File: config.mk
export PLATFORM = sky130hd
export DESIGN_NAME = breath_noise_and_peaking_biquad_core
export DESIGN_NICKNAME = d
export VERILOG_FILES = /design/src/bnpb_pkg.sv /design/src/bnpb_ctrl.sv /design/src/bnpb_dp.sv /design/src/breath_noise_and_peaking_biquad_core.sv
export SDC_FILE = /design/constraint.sdc
export NUM_CORES = 2
export LEC_CHECK = 0
export BUFFER_PORTS_ARGS = -buffer_cell sky130_fd_sc_hd__buf_2
export CORE_ASPECT_RATIO = 2
export CORE_MARGIN = 10
export CORE_UTILIZATION = 57
export CTS_CLUSTER_SIZE = 20
export DETAILED_ROUTE_END_ITERATION = 16
export PLACE_DENSITY = 0.73
export SLEW_MARGIN = 20
export SYNTH_ARGS = -nofsm -noshare
export SYNTH_HDL_FRONTEND = slang
export SYNTH_SLANG_ARGS = --single-unit
File: constraint.sdc
create_clock -name clk_i -period 13.3 [get_ports clk_i]
set_input_delay 1.995 -clock clk_i [delete_from_list [all_inputs] [get_ports clk_i]]
set_output_delay 1.995 -clock clk_i [all_outputs]
set_load 0.01 [all_outputs]
File: src/bnpb_pkg.sv
// ----------------------------------------------------------------------------
// bnpb_pkg
// Shared types, constants and helpers for the breath noise / peaking biquad
// core: controller command and status, register indexes, saturation.
// ----------------------------------------------------------------------------
package bnpb_pkg;

  localparam int unsigned SampleW = 24;
  localparam int unsigned NoiseW  = 16;
  localparam int unsigned CoefW   = 24;
  localparam int unsigned GainW   = 16;
  localparam int unsigned HistW   = 32;
  localparam int unsigned MulAW   = 32;
  localparam int unsigned MulBW   = 26;
  localparam int unsigned ProdW   = MulAW + MulBW;
  localparam int unsigned AccW    = 60;
  localparam int unsigned WideW   = AccW + 1;
  localparam int unsigned CfgIdxW = 3;

  // high-pass round shift, peaking round shift, breath mix round shift
  localparam int unsigned HpShift  = 22;
  localparam int unsigned PkShift  = 20;
  localparam int unsigned MixShift = 8;

  localparam logic signed [CoefW-1:0] PeakB0Reset = 24'sd1048576;

  typedef enum logic [CfgIdxW-1:0] {
    REG_PEAK_B0      = 3'd0,
    REG_PEAK_B1_A1   = 3'd1,
    REG_PEAK_B2      = 3'd2,
    REG_PEAK_A2      = 3'd3,
    REG_HP_A1        = 3'd4,
    REG_HP_A2        = 3'd5,
    REG_BREATH_GAIN  = 3'd6,
    REG_RESONANCE_ON = 3'd7
  } cfg_reg_e;

  // operand pairs of the shared multiplier
  typedef enum logic [3:0] {
    MUL_HP_FF = 4'd0,
    MUL_HP_Y1 = 4'd1,
    MUL_HP_Y2 = 4'd2,
    MUL_MIX   = 4'd3,
    MUL_PK_X0 = 4'd4,
    MUL_PK_X1 = 4'd5,
    MUL_PK_X2 = 4'd6,
    MUL_PK_Y1 = 4'd7,
    MUL_PK_Y2 = 4'd8
  } mul_sel_e;

  typedef enum logic [2:0] {
    ACC_HOLD = 3'd0,
    ACC_LOAD = 3'd1,
    ACC_ADD  = 3'd2,
    ACC_SUB  = 3'd3,
    ACC_SUB4 = 3'd4
  } acc_op_e;

  typedef struct packed {
    logic     start;
    mul_sel_e mul_sel;
    acc_op_e  acc_op;
    logic     hp_fin;
    logic     mix_fin;
    logic     pk_fin;
    logic     out_load;
  } dp_cmd_t;

  typedef struct packed {
    logic breath_en;
    logic res_en;
    logic out_free;
  } dp_sts_t;

  function automatic logic signed [HistW-1:0] sat32(input logic signed [WideW-1:0] v);
    logic signed [WideW-1:0] hi;
    logic signed [WideW-1:0] lo;
    hi = WideW'(64'sd2147483647);
    lo = WideW'(-64'sd2147483648);
    if (v > hi) begin
      return 32'sh7FFF_FFFF;
    end else if (v < lo) begin
      return 32'sh8000_0000;
    end
    return v[HistW-1:0];
  endfunction

  function automatic logic signed [SampleW-1:0] sat24(input logic signed [HistW-1:0] v);
    if (v > 32'sd8388607) begin
      return 24'sh7F_FFFF;
    end else if (v < -32'sd8388608) begin
      return 24'sh80_0000;
    end
    return v[SampleW-1:0];
  endfunction

endpackage

File: src/bnpb_ctrl.sv
// ----------------------------------------------------------------------------
// bnpb_ctrl
// Sequencer for one item: high-pass terms, breath mix, peaking terms and
// the hand-over to the output register, at most one multiply issued per cycle.
// ----------------------------------------------------------------------------
module bnpb_ctrl (
  input  logic             clk_i,
  input  logic             rst_ni,
  input  logic             in_valid_i,
  output logic             in_stall_o,
  input  bnpb_pkg::dp_sts_t sts_i,
  output bnpb_pkg::dp_cmd_t cmd_o
);

  typedef enum logic [15:0] {
    ST_IDLE = 16'h0001,
    ST_HP0  = 16'h0002,
    ST_HP1  = 16'h0004,
    ST_HP2  = 16'h0008,
    ST_HP3  = 16'h0010,
    ST_HP4  = 16'h0020,
    ST_MX0  = 16'h0040,
    ST_MX1  = 16'h0080,
    ST_PK0  = 16'h0100,
    ST_PK1  = 16'h0200,
    ST_PK2  = 16'h0400,
    ST_PK3  = 16'h0800,
    ST_PK4  = 16'h1000,
    ST_PK5  = 16'h2000,
    ST_PK6  = 16'h4000,
    ST_OUT  = 16'h8000
  } state_e;

  state_e state_q, state_d;

  always_ff @(posedge clk_i or negedge rst_ni) begin
    if (!rst_ni) begin
      state_q <= ST_IDLE;
    end else begin
      state_q <= state_d;
    end
  end

  assign in_stall_o = (state_q != ST_IDLE);

  always_comb begin
    state_d          = state_q;
    cmd_o.start      = 1'b0;
    cmd_o.mul_sel    = bnpb_pkg::MUL_HP_FF;
    cmd_o.acc_op     = bnpb_pkg::ACC_HOLD;
    cmd_o.hp_fin     = 1'b0;
    cmd_o.mix_fin    = 1'b0;
    cmd_o.pk_fin     = 1'b0;
    cmd_o.out_load   = 1'b0;
    unique case (state_q)
      ST_IDLE: begin
        if (in_valid_i) begin
          cmd_o.start = 1'b1;
          if (sts_i.breath_en) begin
            state_d = ST_HP0;
          end else if (sts_i.res_en) begin
            state_d = ST_PK0;
          end else begin
            state_d = ST_OUT;
          end
        end
      end
      ST_HP0: begin
        cmd_o.mul_sel = bnpb_pkg::MUL_HP_FF;
        state_d       = ST_HP1;
      end
      ST_HP1: begin
        cmd_o.mul_sel = bnpb_pkg::MUL_HP_Y1;
        cmd_o.acc_op  = bnpb_pkg::ACC_LOAD;
        state_d       = ST_HP2;
      end
      ST_HP2: begin
        cmd_o.mul_sel = bnpb_pkg::MUL_HP_Y2;
        cmd_o.acc_op  = bnpb_pkg::ACC_SUB4;
        state_d       = ST_HP3;
      end
      ST_HP3: begin
        cmd_o.acc_op = bnpb_pkg::ACC_SUB4;
        state_d      = ST_HP4;
      end
      ST_HP4: begin
        cmd_o.hp_fin = 1'b1;
        state_d      = ST_MX0;
      end
      ST_MX0: begin
        cmd_o.mul_sel = bnpb_pkg::MUL_MIX;
        state_d       = ST_MX1;
      end
      ST_MX1: begin
        cmd_o.mix_fin = 1'b1;
        state_d       = sts_i.res_en ? ST_PK0 : ST_OUT;
      end
      ST_PK0: begin
        cmd_o.mul_sel = bnpb_pkg::MUL_PK_X0;
        state_d       = ST_PK1;
      end
      ST_PK1: begin
        cmd_o.mul_sel = bnpb_pkg::MUL_PK_X1;
        cmd_o.acc_op  = bnpb_pkg::ACC_LOAD;
        state_d       = ST_PK2;
      end
      ST_PK2: begin
        cmd_o.mul_sel = bnpb_pkg::MUL_PK_X2;
        cmd_o.acc_op  = bnpb_pkg::ACC_ADD;
        state_d       = ST_PK3;
      end
      ST_PK3: begin
        cmd_o.mul_sel = bnpb_pkg::MUL_PK_Y1;
        cmd_o.acc_op  = bnpb_pkg::ACC_ADD;
        state_d       = ST_PK4;
      end
      ST_PK4: begin
        cmd_o.mul_sel = bnpb_pkg::MUL_PK_Y2;
        cmd_o.acc_op  = bnpb_pkg::ACC_SUB;
        state_d       = ST_PK5;
      end
      ST_PK5: begin
        cmd_o.acc_op = bnpb_pkg::ACC_SUB;
        state_d      = ST_PK6;
      end
      ST_PK6: begin
        cmd_o.pk_fin = 1'b1;
        state_d      = ST_OUT;
      end
      ST_OUT: begin
        // wait here until the output register can take the item
        if (sts_i.out_free) begin
          cmd_o.out_load = 1'b1;
          state_d        = ST_IDLE;
        end
      end
      default: begin
        state_d = ST_IDLE;
      end
    endcase
  end

endmodule

File: src/bnpb_dp.sv
// ----------------------------------------------------------------------------
// bnpb_dp
// Datapath: configuration registers, filter histories, one shared 32x26
// multiplier with registered product, 60-bit accumulator and output register.
// ----------------------------------------------------------------------------
module bnpb_dp (
  input  logic                                   clk_i,
  input  logic                                   rst_ni,
  input  logic                                   cfg_we_i,
  input  logic [bnpb_pkg::CfgIdxW-1:0]           cfg_idx_i,
  input  logic [bnpb_pkg::CoefW-1:0]             cfg_data_i,
  input  logic signed [bnpb_pkg::SampleW-1:0]    audio_in_i,
  input  logic signed [bnpb_pkg::NoiseW-1:0]     noise_in_i,
  output logic                                   out_valid_o,
  input  logic                                   out_stall_i,
  output logic signed [bnpb_pkg::SampleW-1:0]   audio_out_o,
  input  bnpb_pkg::dp_cmd_t                      cmd_i,
  output bnpb_pkg::dp_sts_t                      sts_o
);

  localparam int unsigned SW = bnpb_pkg::SampleW;
  localparam int unsigned NW = bnpb_pkg::NoiseW;
  localparam int unsigned CW = bnpb_pkg::CoefW;
  localparam int unsigned HW = bnpb_pkg::HistW;
  localparam int unsigned AW = bnpb_pkg::MulAW;
  localparam int unsigned BW = bnpb_pkg::MulBW;
  localparam int unsigned PW = bnpb_pkg::ProdW;
  localparam int unsigned QW = bnpb_pkg::AccW;
  localparam int unsigned WW = bnpb_pkg::WideW;
  localparam int unsigned DW = NW + 3;

  // configuration
  logic signed [CW-1:0] pk_b0_q, pk_b1a1_q, pk_b2_q, pk_a2_q, hp_a1_q, hp_a2_q;
  logic [bnpb_pkg::GainW-1:0] gain_q;
  logic res_on_q;

  // histories
  logic signed [NW-1:0] hp_x1_q, hp_x2_q;
  logic signed [HW-1:0] hp_y1_q, hp_y2_q;
  logic signed [HW-1:0] pk_x1_q, pk_x2_q, pk_y1_q, pk_y2_q;

  // working registers
  logic signed [SW-1:0] audio_q;
  logic signed [NW-1:0] noise_q;
  logic signed [HW-1:0] hy_q, sum_q;
  logic signed [PW-1:0] prod_q;
  logic signed [QW-1:0] acc_q, acc_d;
  logic signed [SW-1:0] out_q;
  logic out_valid_q;

  logic signed [DW-1:0] hp_diff;
  logic signed [BW-1:0] hp_s;
  logic signed [AW-1:0] mul_a;
  logic signed [BW-1:0] mul_b;
  logic signed [QW-1:0] prod_ext;
  logic signed [WW-1:0] hp_rnd, pk_rnd, mix_rnd, mix_sum;
  logic signed [HW-1:0] hp_y, pk_y, mix_y;

  always_ff @(posedge clk_i or negedge rst_ni) begin
    if (!rst_ni) begin
      pk_b0_q   <= bnpb_pkg::PeakB0Reset;
      pk_b1a1_q <= '0;
      pk_b2_q   <= '0;
      pk_a2_q   <= '0;
      hp_a1_q   <= '0;
      hp_a2_q   <= '0;
      gain_q    <= '0;
      res_on_q  <= 1'b0;
    end else if (cfg_we_i) begin
      unique case (bnpb_pkg::cfg_reg_e'(cfg_idx_i))
        bnpb_pkg::REG_PEAK_B0:      pk_b0_q   <= cfg_data_i;
        bnpb_pkg::REG_PEAK_B1_A1:   pk_b1a1_q <= cfg_data_i;
        bnpb_pkg::REG_PEAK_B2:      pk_b2_q   <= cfg_data_i;
        bnpb_pkg::REG_PEAK_A2:      pk_a2_q   <= cfg_data_i;
        bnpb_pkg::REG_HP_A1:        hp_a1_q   <= cfg_data_i;
        bnpb_pkg::REG_HP_A2:        hp_a2_q   <= cfg_data_i;
        bnpb_pkg::REG_BREATH_GAIN:  gain_q    <= cfg_data_i[bnpb_pkg::GainW-1:0];
        bnpb_pkg::REG_RESONANCE_ON: res_on_q  <= cfg_data_i[0];
        default: ;
      endcase
    end
  end

  assign sts_o.breath_en = (gain_q != '0);
  assign sts_o.res_en    = res_on_q;
  assign sts_o.out_free  = !out_valid_q || !out_stall_i;

  // x - 2*x1 + x2 and 4*b0 = 1 - a1 + a2
  assign hp_diff = {{3{noise_q[NW-1]}}, noise_q}
                 - {{2{hp_x1_q[NW-1]}}, hp_x1_q, 1'b0}
                 + {{3{hp_x2_q[NW-1]}}, hp_x2_q};
  assign hp_s = 26'sd1048576
              - {{(BW-CW){hp_a1_q[CW-1]}}, hp_a1_q}
              + {{(BW-CW){hp_a2_q[CW-1]}}, hp_a2_q};

  always_comb begin
    mul_a = '0;
    mul_b = '0;
    unique case (cmd_i.mul_sel)
      bnpb_pkg::MUL_HP_FF: begin
        mul_a = {{(AW-DW){hp_diff[DW-1]}}, hp_diff};
        mul_b = hp_s;
      end
      bnpb_pkg::MUL_HP_Y1: begin
        mul_a = hp_y1_q;
        mul_b = {{(BW-CW){hp_a1_q[CW-1]}}, hp_a1_q};
      end
      bnpb_pkg::MUL_HP_Y2: begin
        mul_a = hp_y2_q;
        mul_b = {{(BW-CW){hp_a2_q[CW-1]}}, hp_a2_q};
      end
      bnpb_pkg::MUL_MIX: begin
        mul_a = hy_q;
        mul_b = {{(BW-bnpb_pkg::GainW){1'b0}}, gain_q};
      end
      bnpb_pkg::MUL_PK_X0: begin
        mul_a = sum_q;
        mul_b = {{(BW-CW){pk_b0_q[CW-1]}}, pk_b0_q};
      end
      bnpb_pkg::MUL_PK_X1: begin
        mul_a = pk_x1_q;
        mul_b = {{(BW-CW){pk_b1a1_q[CW-1]}}, pk_b1a1_q};
      end
      bnpb_pkg::MUL_PK_X2: begin
        mul_a = pk_x2_q;
        mul_b = {{(BW-CW){pk_b2_q[CW-1]}}, pk_b2_q};
      end
      bnpb_pkg::MUL_PK_Y1: begin
        mul_a = pk_y1_q;
        mul_b = {{(BW-CW){pk_b1a1_q[CW-1]}}, pk_b1a1_q};
      end
      bnpb_pkg::MUL_PK_Y2: begin
        mul_a = pk_y2_q;
        mul_b = {{(BW-CW){pk_a2_q[CW-1]}}, pk_a2_q};
      end
      default: ;
    endcase
  end

  assign prod_ext = {{(QW-PW){prod_q[PW-1]}}, prod_q};

  always_comb begin
    acc_d = acc_q;
    unique case (cmd_i.acc_op)
      bnpb_pkg::ACC_HOLD: acc_d = acc_q;
      bnpb_pkg::ACC_LOAD: acc_d = prod_ext;
      bnpb_pkg::ACC_ADD:  acc_d = acc_q + prod_ext;
      bnpb_pkg::ACC_SUB:  acc_d = acc_q - prod_ext;
      // feedback terms of the high-pass carry a factor of four
      bnpb_pkg::ACC_SUB4: acc_d = acc_q - (prod_ext <<< 2);
      default:            acc_d = acc_q;
    endcase
  end

  // round half up, then saturate
  assign hp_rnd  = ($signed({acc_q[QW-1], acc_q}) + (WW'(1) <<< (bnpb_pkg::HpShift - 1)))
                   >>> bnpb_pkg::HpShift;
  assign pk_rnd  = ($signed({acc_q[QW-1], acc_q}) + (WW'(1) <<< (bnpb_pkg::PkShift - 1)))
                   >>> bnpb_pkg::PkShift;
  assign mix_rnd = ($signed({{(WW-PW){prod_q[PW-1]}}, prod_q})
                    + (WW'(1) <<< (bnpb_pkg::MixShift - 1))) >>> bnpb_pkg::MixShift;
  assign mix_sum = mix_rnd + {{(WW-SW){audio_q[SW-1]}}, audio_q};
  assign hp_y    = bnpb_pkg::sat32(hp_rnd);
  assign pk_y    = bnpb_pkg::sat32(pk_rnd);
  assign mix_y   = bnpb_pkg::sat32(mix_sum);

  always_ff @(posedge clk_i or negedge rst_ni) begin
    if (!rst_ni) begin
      hp_x1_q     <= '0;
      hp_x2_q     <= '0;
      hp_y1_q     <= '0;
      hp_y2_q     <= '0;
      pk_x1_q     <= '0;
      pk_x2_q     <= '0;
      pk_y1_q     <= '0;
      pk_y2_q     <= '0;
      out_valid_q <= 1'b0;
    end else begin
      if (cmd_i.hp_fin) begin
        hp_x1_q <= noise_q;
        hp_x2_q <= hp_x1_q;
        hp_y1_q <= hp_y;
        hp_y2_q <= hp_y1_q;
      end
      if (cmd_i.pk_fin) begin
        pk_x1_q <= sum_q;
        pk_x2_q <= pk_x1_q;
        pk_y1_q <= pk_y;
        pk_y2_q <= pk_y1_q;
      end
      if (cmd_i.out_load) begin
        out_valid_q <= 1'b1;
      end else if (!out_stall_i) begin
        out_valid_q <= 1'b0;
      end
    end
  end

  always_ff @(posedge clk_i) begin
    prod_q <= mul_a * mul_b;
    acc_q  <= acc_d;
    if (cmd_i.start) begin
      audio_q <= audio_in_i;
      noise_q <= noise_in_i;
      sum_q   <= {{(HW-SW){audio_in_i[SW-1]}}, audio_in_i};
    end else if (cmd_i.mix_fin) begin
      sum_q <= mix_y;
    end else if (cmd_i.pk_fin) begin
      sum_q <= pk_y;
    end
    if (cmd_i.hp_fin) begin
      hy_q <= hp_y;
    end
    if (cmd_i.out_load) begin
      out_q <= bnpb_pkg::sat24(sum_q);
    end
  end

  assign out_valid_o = out_valid_q;
  assign audio_out_o = out_q;

endmodule

File: src/breath_noise_and_peaking_biquad_core.sv
// ----------------------------------------------------------------------------
// breath_noise_and_peaking_biquad_core
// Breath noise high-pass and mix followed by a peaking biquad, Q3.20
// coefficients, one shared multiplier under a sequencing controller.
// ----------------------------------------------------------------------------
//  channel  handshake                fields
//  in       in_valid_i / in_stall_o   audio_in_i[23:0], noise_in_i[15:0]
//  out      out_valid_o / out_stall_i audio_out_o[23:0]
//  cfg      cfg_we_i                  cfg_idx_i[2:0], cfg_data_i[23:0]
//
// an item steps through the high-pass and mix states when breath is on, the peaking
// states when resonance is on, and then the output state; the single 32x26 multiplier
// issues one product a cycle, so the filter terms are formed one after another
// the next item is taken once the current one sits in the output register;
// a stalled output holds the controller in its final state
// reset clears configuration to its defaults and all filter histories
// ----------------------------------------------------------------------------
module breath_noise_and_peaking_biquad_core (
  input  logic                                clk_i,
  input  logic                                rst_ni,
  input  logic                                cfg_we_i,
  input  logic [bnpb_pkg::CfgIdxW-1:0]        cfg_idx_i,
  input  logic [bnpb_pkg::CoefW-1:0]          cfg_data_i,
  input  logic                                in_valid_i,
  output logic                                in_stall_o,
  input  logic signed [bnpb_pkg::SampleW-1:0] audio_in_i,
  input  logic signed [bnpb_pkg::NoiseW-1:0]  noise_in_i,
  output logic                                out_valid_o,
  input  logic                                out_stall_i,
  output logic signed [bnpb_pkg::SampleW-1:0] audio_out_o
);

  bnpb_pkg::dp_cmd_t cmd;
  bnpb_pkg::dp_sts_t sts;

  bnpb_ctrl u_ctrl (
    .clk_i      (clk_i),
    .rst_ni     (rst_ni),
    .in_valid_i (in_valid_i),
    .in_stall_o (in_stall_o),
    .sts_i      (sts),
    .cmd_o      (cmd)
  );

  bnpb_dp u_dp (
    .clk_i       (clk_i),
    .rst_ni      (rst_ni),
    .cfg_we_i    (cfg_we_i),
    .cfg_idx_i   (cfg_idx_i),
    .cfg_data_i  (cfg_data_i),
    .audio_in_i  (audio_in_i),
    .noise_in_i  (noise_in_i),
    .out_valid_o (out_valid_o),
    .out_stall_i (out_stall_i),
    .audio_out_o (audio_out_o),
    .cmd_i       (cmd),
    .sts_o       (sts)
  );

endmodule

==> results.md <==
- Run status: complete, no violations
- Critical path launch point type: flop
- Beginning of the critical path: u_dp.hp_x1_q[0]
- Async S/R FF share, synth: 62.04%
- # rows: 185
- Initial antenna violation count: 15
- Pin slew with the least headroom to its limit: 1.211 ns
- Cell area after synthesis: 72,510 um^2
- RSZ-0062 raised after global routing: false
- Post-detailed-routing wire length: 248,200 um
- Via count of the first global-routing pass: 65,420
- Critical register-to-register path startpoint: u_dp.hp_x1_q[0]
- Final Slew Violations: 0
- Critical path's most frequent cell: sky130_fd_sc_hd__fa_1
- Width of the die: 272.2 um
- Clock root buffer: sky130_fd_sc_hd__clkbuf_16
- Vias: 61,050
- Critical path fanouts, max: 10
- Die height: 524.4 um
- HPWL after detailed placement: 195,900 um
- Count of endpoints failing hold in the final timing report: 0
- HP Start: u_dp.pk_x2_q[19]
- Flip-flop and latch count after synthesis: 648
- Number of maximum-capacitance constraint violations: 0
- Final-layout worst hold slack: 0.4667 ns
- Area occupied by multi-input gates: 50,340 um^2
- Synth unique cells: 111
- Main area contributors after synthesis: sky130_fd_sc_hd__fa_1 24%, sky130_fd_sc_hd__dfrtp_1 14%, sky130_fd_sc_hd__edfxtp_1 7.8%, sky130_fd_sc_hd__nand2_1 7.2%, sky130_fd_sc_hd__ha_1 6.8%
- Min Tclk post-route: 12.76 ns
- Critical setup path kind: reg2reg
- Number of port buffers: 97
- Ys Warns: 0
- CTS tree: built
- Total global-route track usage: 34.84%
- Net count of the finished layout: 9,338
- Worst stage delay on the critical path: 0.61 ns
- Pin count of the biggest net entering global routing: 101
- Synthesized netlist net count: 9,397
- CTS max path bufs: 3
- First drt pass iteration count: 7
- Area fraction of the dominant cell type after synthesis: 23.74%
- Fraction of the core area covered by cells at the end of the flow: 61.10%
- Global-route wire length before repair: 380,100 um
- Slew headroom: 19.01%
- Area Overhead vs Synth: 6.883%
- Hold buffers post-CTS: 0
- Per-cell routed wire length: 25.43 um
- Seq/Total Area, Yosys: 23.26%
- Worst clock skew: 0.06667 ns
- DRT antenna net count: 0
- Worst hold path type: reg2reg
- Endpoint type of the worst setup path: flop
- Clock transition at path regs: 0.06 ns
- Commonest non-fill, non-tap cell in the layout: sky130_fd_sc_hd__nand2_1
- Core footprint: 126,800 um^2
- Placed cell count: 9,613
- Final-report setup violation count: 0
- Required @ worst endpoint: 13.88 ns
- Slowest CP cell: sky130_fd_sc_hd__or4b_4
- Final Instance Count excl. Fillers: 9,759
- Share of layout cells above drive strength 1: 8.763%
- Congestion Overflow GR: 0
- Arrival time of the worst setup path: 13.34 ns
- Yosys top cell by area: sky130_fd_sc_hd__fa_1
- Number of clock buffers inserted by TritonCTS: 67
- Routed via count divided by cell count: 6.256
- Period Utilization, post-route: 95.94%
- Gate Count Post-Synth: 8,072
- Leading cell types in the layout, fill and taps excluded: 1,398 x sky130_fd_sc_hd__nand2_1, 1,064 x sky130_fd_sc_hd__inv_1, 860 x sky130_fd_sc_hd__fa_1, 443 x sky130_fd_sc_hd__nor2_1, 400 x sky130_fd_sc_hd__dfrtp_1
- I/O pin total: 98
- Floorplan die area: 142,700 um^2
- DR iter-0 viols: 5,294
- Post-synth EDFFs: 188
- Routability cong.: 1.071
- Pre-CTS setup slack: -0.08128 ns
- Register Area: 16,870 um^2
- Initial core utilization: 57.17%
- Top FF cell, synth: sky130_fd_sc_hd__dfrtp_1
- Post-synthesis average cell area: 8.983 um^2
- Fmax: 78.37 MHz
- Level count of the clock H-tree: 3
- Insertion delay of the later-clocked pin in the worst-skew pair: 0.71 ns
- Number of fill cells: 11,130
- Final worst slack: 0.5400 ns
- DRC violation count after routing: 0
- Clk sinks: 648
-- critical path: cells and delay by family (launching register included) --
family,cells,cell delay (ns)
AOI/OAI and AO/OA,23,5.26
adders and majority gates,11,4.90
xor gates and xnor gates,2,0.32
buffers and inverters,7,0.71
and+or+nand+nor,5,1.04
DFF,1,0.40
-- path summary, 6_finish.rpt --
check / end / slack [ns] / cells after the start
setup reg to reg: u_dp.prod_q[54] / 0.54 / 48
hold reg to reg: u_dp.pk_x2_q[19] / 0.47 / 2
max in group asynchronous: u_dp.hp_y2_q[31] / 9.01 / 4
min in group asynchronous: u_dp.pk_x1_q[5] / 1.25 / 1
hold / removal: u_dp.pk_x2_q[19] / 0.47 / 2
setup / recovery: u_dp.prod_q[54] / 0.54 / 48
-- cells by family (layout without fill, tap and decap cells) --
group                      count (synthesis)  in the layout  share of synthesized area [%]
DFF                                      648            648                          23.26
muxes                                    174            174                          2.680
AOI/OAI and AO/OA                       1451           1452                          13.88
other                                      0              8                              0
and+or+nand+nor                         2633           2633                          16.46
xor gates and xnor gates                 441            441                          5.327
buffers and inverters                   1472           1467                          7.861
adders and majority gates               1253           1253                          30.52
-- per-stage QoR --
| step | setup TNS [ns] | area [um^2] |
|---|---|---|
| 5_1_grt | 0 | 77490 |
| 6_report | 0 | 77500 |
| 2_1_floorplan | 0 | 72510 |
| 3_3_place_gp | 0 | 75010 |
| 4_1_cts | 0 | 77310 |
| 3_5_place_dp | -0.1522 | 75010 |
-- flip-flops by register name (all words and copies together) (netlist names), 24 cells and up --
signal / cells
u_dp.acc_q: 60
u_dp.audio_out_o: 24
u_dp.audio_q: 24
u_dp.hp_a1_q: 24
u_dp.hp_a2_q: 24
u_dp.hp_y1_q: 32
u_dp.hp_y2_q: 32
u_dp.hy_q: 32
u_dp.pk_a2_q: 24
u_dp.pk_b0_q: 24
u_dp.pk_b1a1_q: 24
u_dp.pk_b2_q: 24
u_dp.pk_x1_q: 32
u_dp.pk_x2_q: 32
u_dp.pk_y1_q: 32
u_dp.pk_y2_q: 32
u_dp.prod_q: 58
u_dp.sum_q: 32
-- synthesized netlist by cell type (all sizes together), types with 62 or more instances --
cell type	n
edfxtp	188
inv	1067
xor2	140
dfrtp	400
nand3	140
a21o	181
nor2	451
nor2b	100
o21ai	326
o21a	68
clkbuf	297
nand2	1400
a222oi	98
mux2	161
xnor2	301
nand4	81
ha	393
buf	106
nor3	94
and2	62
fa	860
a21oi	302
-- layer usage --
layer  wire length (um)  global-route usage [%]
met2             125500                   61.06
met5                 13                       0
met4              27800                   32.15
met3              16530                   5.612
met1              78320                   34.77
-- area by class of cell --
cell class | instances | share of cell area [%]
clock buffers | 83 | 2.347
repair buffers | 274 | 2.423
clock inverters | 41 | 0.5892
inverters | 1069 | 5.184
multi-input cells | 5953 | 64.95
well taps | 1683 | 2.717
diodes | 8 | 0.02583
flip-flops and latches | 648 | 21.76
-- timing repair --
item | CTS | global route
gates resized for setup | 2 | 16
gates cloned | 1 | 0
endpoints found under the hold margin | 0 | 0
setup endpoints to repair | 6 | 14
pin swaps | 3 | 6
setup buffers | 1 | 10
Power is not shown: default switching activity piles up to over one toggle a cycle in this logic, so the estimate is an artifact.
